==> config.mk <==
export PLATFORM = sky130hd
export DESIGN_NAME = nns_div
export DESIGN_NICKNAME = d
export VERILOG_FILES = /design/src/nearest_neighbor_image_scaler_macros.svh /design/src/nns_pkg.sv /design/src/nns_div.sv
export SDC_FILE = /design/constraint.sdc
export NUM_CORES = 1
export LEC_CHECK = 0
export BUFFER_PORTS_ARGS = -buffer_cell sky130_fd_sc_hd__buf_2
export CAP_MARGIN = 20
export CORE_UTILIZATION = 45
export DETAILED_ROUTE_END_ITERATION = 16
export PLACE_DENSITY = 0.67
export SYNTH_ARGS = -nofsm -noshare
export SYNTH_HDL_FRONTEND = slang
export SYNTH_SLANG_ARGS = --single-unit
export TNS_END_PERCENT = 50
==> constraint.sdc <==
create_clock -name i_clk -period 5.7 [get_ports i_clk]
set_input_delay 1.14 -clock i_clk [delete_from_list [all_inputs] [get_ports i_clk]]
set_output_delay 1.14 -clock i_clk [all_outputs]
set_load 0.02 [all_outputs]
==> src/nearest_neighbor_image_scaler_macros.svh <==
// Assertion helpers shared by the RTL.
// Each macro expects i_clk and i_rst_n in the scope where it is used.
`ifndef NEAREST_NEIGHBOR_IMAGE_SCALER_MACROS_SVH
`define NEAREST_NEIGHBOR_IMAGE_SCALER_MACROS_SVH

// Same-cycle implication.
`define NNS_ASSERT_NOW(label, ante, cons, msg) \
    label: assert property (@(posedge i_clk) disable iff (!i_rst_n) (ante) |-> (cons)) \
        else $error(msg);

// Next-cycle implication.
`define NNS_ASSERT_NEXT(label, ante, cons, msg) \
    label: assert property (@(posedge i_clk) disable iff (!i_rst_n) (ante) |=> (cons)) \
        else $error(msg);

`endif

==> src/nns_pkg.sv <==
package nns_pkg;

    localparam int DIM_W      = 12;
    localparam int COORD_W    = 11;
    localparam int POS_W      = 22;
    localparam int PIX_W      = 24;
    localparam int PROD_W     = COORD_W + DIM_W;
    localparam int AREA_W     = 2 * DIM_W;
    localparam int IDX_W      = 2 * DIM_W + 1;

    // Divider: dividend padded to an even width, two quotient bits per cycle.
    localparam int DIV_BITS   = 2;
    localparam int DIV_W      = ((PROD_W + DIV_BITS - 1) / DIV_BITS) * DIV_BITS;
    localparam int DIV_STEPS  = DIV_W / DIV_BITS;
    localparam int DIV_CNT_W  = $clog2(DIV_STEPS + 1);

    typedef logic [DIM_W-1:0] t_dim;

    typedef enum logic [1:0] {
        CFG_SRC_W,
        CFG_SRC_H,
        CFG_DST_W,
        CFG_DST_H
    } t_cfg_index;

    typedef enum logic {
        OP_LOAD,
        OP_FETCH
    } t_op;

    typedef enum logic [3:0] {
        ST_IDLE,
        ST_LOAD,
        ST_MUL,
        ST_DIV_START,
        ST_DIV_WAIT,
        ST_CLAMP,
        ST_INDEX,
        ST_READ,
        ST_OUT
    } t_state;

    // Zero acts as one, anything above the limit acts as the limit.
    function automatic t_dim eff_dim(input t_dim v, input logic [DIM_W:0] max_dim);
        t_dim r;
        if (v == '0) begin
            r = t_dim'(1);
        end else if ({1'b0, v} > max_dim) begin
            r = max_dim[DIM_W-1:0];
        end else begin
            r = v;
        end
        return r;
    endfunction

endpackage

==> src/nns_div.sv <==
module nns_div (
    input  logic                        i_clk,
    input  logic                        i_rst_n,
    input  logic                        i_start,
    input  logic [nns_pkg::DIV_W-1:0]   i_dividend,
    input  nns_pkg::t_dim               i_divisor,
    output logic                        o_busy,
    output logic [nns_pkg::DIV_W-1:0]   o_quotient
);

    logic [nns_pkg::DIV_CNT_W-1:0] r_cnt;
    logic [nns_pkg::DIV_W-1:0]     r_quo;
    logic [nns_pkg::DIV_W-1:0]     n_quo;
    nns_pkg::t_dim                 r_rem;
    nns_pkg::t_dim                 n_rem;
    nns_pkg::t_dim                 r_div;
    logic [nns_pkg::DIM_W:0]       shifted;

    assign o_busy     = (r_cnt != '0);
    assign o_quotient = r_quo;

    // Restoring division: dividend bits shift out the top, quotient bits in at the bottom.
    always_comb begin
        n_quo   = r_quo;
        n_rem   = r_rem;
        shifted = '0;
        for (int i = 0; i < nns_pkg::DIV_BITS; i++) begin
            shifted = {n_rem, n_quo[nns_pkg::DIV_W-1]};
            n_quo   = {n_quo[nns_pkg::DIV_W-2:0], 1'b0};
            if (shifted >= {1'b0, r_div}) begin
                n_rem    = nns_pkg::DIM_W'(shifted - {1'b0, r_div});
                n_quo[0] = 1'b1;
            end else begin
                n_rem = shifted[nns_pkg::DIM_W-1:0];
            end
        end
    end

    always_ff @(posedge i_clk) begin
        if (!i_rst_n) begin
            r_cnt <= '0;
        end else if (i_start) begin
            r_cnt <= nns_pkg::DIV_CNT_W'(nns_pkg::DIV_STEPS);
        end else if (o_busy) begin
            r_cnt <= r_cnt - 1'b1;
        end
    end

    always_ff @(posedge i_clk) begin
        if (i_start) begin
            r_quo <= i_dividend;
            r_rem <= '0;
            r_div <= i_divisor;
        end else if (o_busy) begin
            r_quo <= n_quo;
            r_rem <= n_rem;
        end
    end

endmodule

==> run summary, run 1 <==
Sequential element share of the synthesized area = 41.64%
1st-pass router iterations = 4
Vias/cell = 5.483
Antenna Cells = 0
Pre-CTS setup slack = 0.8540 ns
Post-synthesis net count = 392
Clock buffers created by TritonCTS = 5
Setup ws final = 0.7958 ns
CTS tree = built
Post-CTS Hold Buffers = 0
Yosys warnings = 0
H-tree levels = 2
Antenna violations before repair = 0
Largest cells by area after synthesis = edfxtp_1, ha_1, dfxtp_1
Final setup skew = 0.01384 ns
Pins Over Slew Limit = 0
Port bufs = 63
Most frequent cell after synthesis = edfxtp_1
Yosys cell types = 51
Worst reg-to-reg setup slack = 0.80 ns
Vias in the first global route = 2477
Worst-margin pin slew = 0.9120 ns
Total wire length = 7.565 mm
Post-Synthesis Cells = 325
Critical-path cell list = inv_1 > ha_1 > nand3_1 > o211ai_1 > or4_1 > a31oi_4 > mux2_2 > ha_1 > o21ai_0 > a21oi_1 > o31ai_1 > a21oi_1 > a221o_4 > nor2_8 > mux2_4 > a211oi_2
Nature of the critical path endpoint = register
Post-Layout Cell Count = 487
Global-route wire length before repair = 11.98 mm
Final worst-path cycle share = 86.04%
I/O pins = 64
Startpoint class of the critical path = register
Top FF cell, synth = edfxtp_1
Iter 0 DRT Violations = 214
Detailed-route DRC error count = 0
Syn-to-layout area delta = 15.43%
ANT nets after route = 0
Post-CTS Resized = 0
Power Dens Cells = 511.6 mW/mm²
Routed WL per cell = 15.53 µm
Final setup TNS = 0 ns
Die height = 88.49 µm
Hold Violations, Final = 0
EDFF count, synth = 36
Netlist Area Pre-Place = 0.003366 mm²
Max rail drop VDD = 0.2400 mV
WP data arrival = 5.13 ns
Maxcap violations = 0
Final nets = 454
Syn_area_per_cell = 10.36 µm²
Reg clk slew, reported paths = 0.10 ns
Final setup fails = 0
Top-area cell type share of the netlist area = 32.12%
Max incr delay on CP = 0.62 ns
Pin count of the biggest net entering global routing = 46
Rel. slew slack = 39.14%
RSZ-0062 raised after global routing = no
Die width = 88.49 µm
Postcts setup bufs = 0
Initial Util = 46.40%
Fraction of registers with async set/reset = 0%
Worst Setup Path Type = reg2reg
HPWL after DPL = 5.800 mm
Seq cells post-synth = 52
Crit Path Max Fanout = 17
Worst skew pair latency = 0.31 ns
CTS Sinks = 52
Leakage power = 1.687 nW
Min-Delay Path Class = reg2reg
Via count = 2670
GRT Util Overall = 20.15%
FP Rows = 31
CTS root buf = clkbuf_8
Fraction of layout instances using a drive strength above 1 = 27.84%
CP required = 5.93 ns
Post-synthesis cell type with the largest combined area = edfxtp_1
Total grt overflow = 0
Placed cells = 479
Slowest-stage cell, CP = or4_1
Core Region = 0.007253 mm²
Fmax = 203.9 MHz
Clk buf depth = 2
Die Area = 0.007830 mm²
Outcome = finished clean
GP Congestion = 0.9137
Fin crit period = 4.904 ns
Synth cell count leaders = edfxtp_1, ha_1, mux2_2, nand2_1, inv_1
through the flow:
stage          hold slack (ns)  power, mW  instance area [µm²]  util, %
2_1_floorplan           0.4346      1.481                 3366        -
3_3_place_gp            0.4700      1.712                 3770    51.98
3_5_place_dp            0.4795      1.721                 3770    51.98
4_1_cts                 0.4985      1.986                 3885    53.56
5_1_grt                 0.5225      2.139                 3885    53.56
6_report                0.4992      1.988                 3885    53.56
power by group:
part	switching [mW]	internal (mW)	total (mW)
sequential	0.0512	0.493	0.544
clock	0.131	0.133	0.263
combinational	0.681	0.499	1.18
total	0.862	1.13	1.99
state kept, by name, summed over array words and instances, names as in the netlist:
name        cells
o_quotient     24
r_cnt           4
r_div          12
r_rem          12
cell families after synthesis:
kind of cell / count (synthesis) / synth area share [%]
AND/OR/NAND/NOR: 85 / 12.57
AO/OA/AOI/OAI: 75 / 15.46
flip-flops: 52 / 41.64
buffers and inverters: 35 / 4.163
multiplexers: 33 / 10.89
adder cells (fa/ha/maj): 28 / 10.86
XOR/XNOR: 17 / 4.424
worst max-delay path: cells and delay by family, from the launching register on:
kind	cells	cell delay (ns)
AOI/OAI and AO/OA	8	1.90
adders and majority gates	2	0.63
muxes	2	0.75
and+or+nand+nor	3	1.03
buffers and inverters	1	0.12
DFF	1	0.38
area by class of cell:
type	instances	area, µm²
Clock inverter	3	46.29
Timing Repair Buffer	64	322.8
Inverter	26	97.59
Clock buffer	5	68.82
Multi-Input combinational cell	238	1824
Sequential cell	52	1401
Fill cell	657	3368
Tap cell	99	123.9
routing by layer:
metal  routed length (µm)  global-route usage [%]
met3                  398                   3.358
met2                 3541                   32.73
met5                    0                       0
met1                 3472                   27.65
met4                  153                   6.158
worst paths after layout:
path	startpoint	end	cells after the start
worst max-delay path	r_div[9]	r_rem[0]	16
worst min-delay path	r_rem[11]	r_rem[11]	2
worst max register to register	r_div[9]	r_rem[0]	16
worst min register to register	r_rem[11]	r_rem[11]	2
placed cells by master (no fill, tap or decap), types with 4 or more instances in the layout:
master    synthesis  final
nand2b_1          6      6
ha_1             26     26
dfxtp_1          16     16
o21ai_0          16     16
and3_1            5      5
nor2_1           20     20
mux2_2           25     25
nor3_1            4      4
a31oi_1           4      4
inv_1            24     24
buf_2             1     63
a21boi_0          4      4
xnor2_1           8      8
clkbuf_8          0      5
xor2_1            9      9
a211oi_1          6      6
mux2i_1           7      7
edfxtp_1         36     36
nand2_1          25     25
o211ai_1          4      4
a21oi_1          19     19
nand3_1           9      9
nand4_1           4      4
Note: power is estimated with default switching activity, not from simulation.
==> inputs of run 2 (changes only) <==
Clock period 5.7 ns to 5.35 ns, I/O delays scaled along.
==> run 2 against run 1 <==
  * Global-route usage hardly changed
  * Count of clock-buffer cells in the layout did not move
  * Critical path type unchanged
  * Wire length decreased by 1.4%
  * Clock power shrank 8.7%
  * Hold slack better by 0.0024 ns
==> run summary, run 2 (same netlist as run 1, synthesis figures left out) <==
Outcome = finished clean
Clock buffers created by TritonCTS = 5 (unchanged)
Slowest-stage cell, CP = or4_1
Reg clk slew, reported paths = 0.10 ns (about the same)
Antenna violations before repair = 0 (unchanged)
Net Sw Power = 913.0 µW (+5.9%)
Pwr Total = 2.065 mW (+3.9%)
Pre-CTS setup slack = 0.4684 ns (-0.3856 ns)
HPWL after DPL = 5.808 mm (+0.15%)
Setup ws final = 0.4408 ns (-0.3551 ns)
Largest register FFs = 24 (unchanged)
Final nets = 454 (unchanged)
1st-pass router iterations = 4 (unchanged)
Rel. slew slack = 37.30% (-1.8 points)
Fraction of layout instances using a drive strength above 1 = 27.84% (unchanged)
RSZ-0062 raised after global routing = no
Worst Setup Path Type = reg2reg
Critical-path cell list = inv_1 > ha_1 > a21oi_2 > o211ai_1 > or4_1 > a31oi_4 > mux2_2 > ha_1 > o21ai_0 > a21oi_1 > o31ai_1 > a21oi_1 > a221o_4 > nor2_8 > mux2_4 > a211oi_2
Postcts setup bufs = 0 (unchanged)
Iter 0 DRT Violations = 168 (-21%)
Vias/cell = 5.517 (+0.64%)
Total wire length = 7.457 mm (-1.4%)
Via count = 2687 (+0.64%)
Final worst-path cycle share = 91.76% (+5.7 points)
Util after Layout = 53.27% (-0.29 points)
CTS tree = built
Power Dens Cells = 534.6 mW/mm² (+4.5%)
CP required = 5.59 ns (-0.34 ns)
Initial Util = 46.40% (unchanged)
Pins Over Slew Limit = 0 (unchanged)
Fillers = 691 (+5.2%)
Routed WL per cell = 15.31 µm (-1.4%)
Final setup fails = 0 (unchanged)
Total grt overflow = 0 (unchanged)
Global-route wire length before repair = 11.98 mm (unchanged)
Die width = 88.49 µm (unchanged)
Fmax = 203.7 MHz (-0.10%)
Most common cell after layout, fill and taps aside = buf_2
Fin crit period = 4.909 ns (+0.005095 ns)
Max rail drop VDD = 0.2344 mV (-2.3%)
FP Rows = 31 (unchanged)
Reg2reg path depth = 16 (unchanged)
Post-CTS Hold Buffers = 0 (unchanged)
Hold Violations, Final = 0 (unchanged)
Hold Path Depth = 2 (unchanged)
Max incr delay on CP = 0.62 ns (about the same)
ANT nets after route = 0 (unchanged)
Worst skew pair latency = 0.31 ns (about the same)
Clk pwr share = 11.6% (-1.6 points)
Vias in the first global route = 2572 (+3.8%)
Post-Layout Cell Count = 487 (unchanged)
Post-CTS Resized = 0 (unchanged)
Crit path buf inv count = 1 (unchanged)
Int Pwr = 1.152 mW (+2.4%)
Syn-to-layout area delta = 14.80%
Final setup skew = 0.01353 ns (-0.0003181 ns)
Delay-heaviest family, CP = compound AO/OA/AOI/OAI gates
GP Congestion = 0.8935 (-2.2%)
H-tree levels = 2 (unchanged)
Crit Path Max Fanout = 17 (unchanged)
Min-Delay Path Class = reg2reg
Combinational fraction of design power = 60.3% (+0.9 points)
Die height = 88.49 µm (unchanged)
Maxcap violations = 0 (unchanged)
GRT Util Overall = 20.19% (+0.036 points)
Port bufs = 63 (unchanged)
Pin count of the biggest net entering global routing = 45 (-2.2%)
Core Region = 0.007253 mm² (unchanged)
Power share of the sequential group = 28.0% (+0.6 points)
Startpoint class of the critical path = register
Placed cells = 479 (unchanged)
WP data arrival = 5.15 ns (+0.02 ns)
Detailed-route DRC error count = 0 (unchanged)
CP Depth = 16 (unchanged)
Clk buf depth = 2 (unchanged)
I/O pins = 64 (unchanged)
Final setup TNS = 0 ns (unchanged)
CTS root buf = clkbuf_8
Switching Fraction = 44.21% (+0.81 points)
CTS Sinks = 52 (unchanged)
Antenna Cells = 0 (unchanged)
Leakage power = 1.677 nW (-0.57%)
Die Area = 0.007830 mm² (unchanged)
Nature of the critical path endpoint = register
Worst-margin pin slew = 0.9395 ns (+0.02754 ns)
Commonest cells after routing, fill and taps aside = buf_2, edfxtp_1, ha_1
==> run 2: cell types whose count changed in the layout (fill, tap and decap cells not counted) <==
cell       change
inv_6          +1
bufinv_16      -1
==> run 2: per-stage QoR <==
stage | hold WS (ns) | instance area, µm²
2_1_floorplan | 0.4346 | 3366
3_3_place_gp | 0.4704 | 3770
3_5_place_dp | 0.4810 | 3770
4_1_cts | 0.4982 | 3864
5_1_grt | 0.5266 | 3864
6_report | 0.5017 | 3864
==> run 2: layout make-up <==
cell class,count,area [µm²],area share (%)
Sequential cell,52,1401,36.27
Clock buffer,5,68.82,1.781
Timing Repair Buffer,64,322.8,8.355
Inverter,26,97.59,2.526
Clock inverter,3,25.02,0.6477
Multi-Input combinational cell,238,1824,47.21
Tap cell,99,123.9,3.206
==> run 2: worst reg2reg max path: cells and delay by family (launching register included) <==
| kind | cells | cell delay [ns] |
|---|---|---|
| muxes | 2 | 0.76 |
| AOI/OAI and AO/OA | 9 | 2.12 |
| and+or+nand+nor | 2 | 0.88 |
| DFF | 1 | 0.36 |
| adders and majority gates | 2 | 0.63 |
| buffers and inverters | 1 | 0.08 |
==> run 2: power by group through the flow <==
stage                     sequential (mW)  clock (mW)  combinational, mW
after floorplan                     0.622           0              0.957
after global placement              0.587           0               1.24
after detailed placement            0.588           0               1.24
after CTS                           0.580       0.246               1.24
after global routing                0.590       0.260               1.38
final                               0.579       0.240               1.25
==> run 2: per-layer routing <==
layer / global-route usage (%) / share of wire (%) / vias to the layer above
met5: 0 / 0 / -
met4: 6.745 / 2.5 / 0
met3: 3.545 / 5.1 / 17
met2: 34.55 / 48 / 80
met1: 25.86 / 44 / 1263
li1: - / - / 1327
==> run 2: path summary, 6_finish.rpt <==
| check | startpoint | end | slack [ns] |
|---|---|---|---|
| worst max-delay path | r_div[8] | r_rem[0] | 0.44 |
| worst min register to register | r_rem[11] | r_rem[11] | 0.50 |
| worst min-delay path | r_rem[11] | r_rem[11] | 0.50 |
| worst max register to register | r_div[8] | r_rem[0] | 0.44 |
==> inputs of run 3 (changes only) <==
Settings changed: CTS_BUF_LIST set to sky130_fd_sc_hd__clkbuf_2.
==> run 3 against run 2 <==
  * Clock skew rose by 0.021 ns
  * Setup slack got worse by 0.062 ns
  * Utilization fell by 0.60 points
  * Cell count did not move
  * Sequential power barely moved
  * Wire length rose by 0.23%
  * Critical endpoint unchanged
==> run summary, run 3 (same netlist as run 1, synthesis figures left out) <==
GP Congestion = 0.8935 (unchanged)
Clk buf depth = 2 (unchanged)
WP data arrival = 5.37 ns (+0.22 ns)
Iter 0 DRT Violations = 183 (+8.9%)
Total grt overflow = 0 (unchanged)
Die Area = 0.007830 mm² (unchanged)
Routed WL per cell = 15.35 µm (+0.23%)
Post-CTS Resized = 0 (unchanged)
Syn-to-layout area delta = 13.49%
Crit path buf inv count = 1 (unchanged)
Worst skew pair latency = 0.46 ns (+0.15 ns)
Max incr delay on CP = 0.62 ns (about the same)
Nature of the critical path endpoint = register
Postcts setup bufs = 0 (unchanged)
Hold slack = 0.5157 ns (+0.01406 ns)
Worst Setup Path Type = reg2reg
Post-Layout Cell Count = 487 (unchanged)
Sink of the worst hold path = r_rem[11]
Fin crit period = 4.971 ns (+0.06151 ns)
Hold path start = r_rem[11]
Hold Violations, Final = 0 (unchanged)
Reg clk slew, reported paths = 0.28 ns (+0.18 ns)
Die width = 88.49 µm (unchanged)
I/O pins = 64 (unchanged)
Vias/cell = 5.532 (+0.26%)
DP Area = 0.003770 mm² (unchanged)
Port bufs = 63 (unchanged)
Final nets = 454 (unchanged)
Startpoint class of the critical path = register
Placed cells = 479 (unchanged)
Finished Cell Area = 0.003820 mm² (-1.1%)
Worst R2R Start = r_div[8]
Crit Path Max Fanout = 17 (unchanged)
Pwr Total = 2.002 mW (-3.1%)
Max rail drop VDD = 0.2225 mV (-5.1%)
FP Rows = 31 (unchanged)
Power Dens Cells = 524.1 mW/mm² (-2.0%)
R2R Path End = r_rem[0]
Rel. slew slack = 38.75% (+1.4 points)
Worst-margin pin slew = 0.9178 ns (-0.02171 ns)
Pins Over Slew Limit = 0 (unchanged)
CTS root buf = clkbuf_2
Antenna Cells = 0 (unchanged)
Slowest-stage cell, CP = or4_1
Final setup skew = 0.03496 ns (+0.02143 ns)
Maxcap violations = 0 (unchanged)
Vias in the first global route = 2567 (-0.19%)
Final setup TNS = 0 ns (unchanged)
Reg2reg path depth = 16 (unchanged)
Core Region = 0.007253 mm² (unchanged)
Total wire length = 7.474 mm (+0.23%)
HPWL after DPL = 5.808 mm (unchanged)
Final worst-path cycle share = 92.91% (+1.1 points)
Setup ws final = 0.3792 ns (-0.06151 ns)
Outcome = finished clean
Antenna violations before repair = 0 (unchanged)
CP required = 5.75 ns (+0.16 ns)
Most common cell after layout, fill and taps aside = buf_2
RSZ-0062 raised after global routing = no
Via count = 2694 (+0.26%)
Largest register FFs = 24 (unchanged)
Min-Delay Path Class = reg2reg
Global-route wire length before repair = 11.98 mm (unchanged)
ANT nets after route = 0 (unchanged)
Delay-heaviest family, CP = compound AO/OA/AOI/OAI gates
Hold Path Depth = 2 (unchanged)
Fillers = 700 (+1.3%)
Die height = 88.49 µm (unchanged)
CTS tree = built
1st-pass router iterations = 7 (+3)
GRT Util Overall = 20.21% (about the same)
Detailed-route DRC error count = 0 (unchanged)
Commonest cells after routing, fill and taps aside = buf_2, edfxtp_1, ha_1
CTS Sinks = 52 (unchanged)
Fmax = 201.2 MHz (-1.2%)
Post-CTS Hold Buffers = 0 (unchanged)
Initial Util = 46.40% (unchanged)
Leakage power = 1.662 nW (-0.91%)
Final setup fails = 0 (unchanged)
Worst reg-to-reg setup slack = 0.38 ns (-0.06 ns)
Clock buffers created by TritonCTS = 5 (unchanged)
Pin count of the biggest net entering global routing = 45 (unchanged)
Util after Layout = 52.67% (-0.60 points)
H-tree levels = 2 (unchanged)
Critical-path cell list = inv_1 > ha_1 > a21oi_2 > o211ai_1 > or4_1 > a31oi_4 > mux2_2 > ha_1 > o21ai_0 > a21oi_1 > o31ai_1 > a21oi_1 > a221o_4 > nor2_8 > mux2_4 > a211oi_2
Fraction of layout instances using a drive strength above 1 = 27.84% (unchanged)
Pre-CTS setup slack = 0.4684 ns (unchanged)
-- run 3: where the power goes --
part | leakage, nW | switching, mW | internal [mW]
registers | 0.498 | 0.0529 | 0.525
clock network | 0.0300 | 0.140 | 0.0359
logic | 1.13 | 0.718 | 0.531
-- run 3: worst max path at each step --
stage,from,end,depth (start not counted)
2_1_floorplan,r_div[8],r_rem[0],19
3_3_place_gp,r_div[8],r_rem[0],16
3_5_place_dp,r_div[8],r_rem[0],16
4_1_cts,r_div[8],r_rem[0],16
5_1_grt,r_div[8],r_rem[0],16
6_report,r_div[8],r_rem[0],16
-- run 3: worst min-delay path: stages (launching register included) --
cell and delay (ns):
dfxtp_1 0.39, nand2_1 0.05, o211ai_1 0.07
-- run 3: routing by layer --
layer | GRT usage, % | wire length (µm) | up-vias
met5 | 0 | 0 | -
li1 | - | - | 1323
met1 | 25.86 | 3332 | 1267
met4 | 7.185 | 170 | 0
met3 | 3.545 | 370 | 13
met2 | 34.41 | 3601 | 91
-- run 3: layout make-up --
cell class	count	area, µm²	share of cell area (%)
well taps	99	123.9	3.243
clock inverters	3	25.02	0.6551
multi-input cells	238	1824	47.76
inverters	26	97.59	2.555
clock buffers	5	25.02	0.6551
repair buffers	64	322.8	8.451
flip-flops and latches	52	1401	36.69
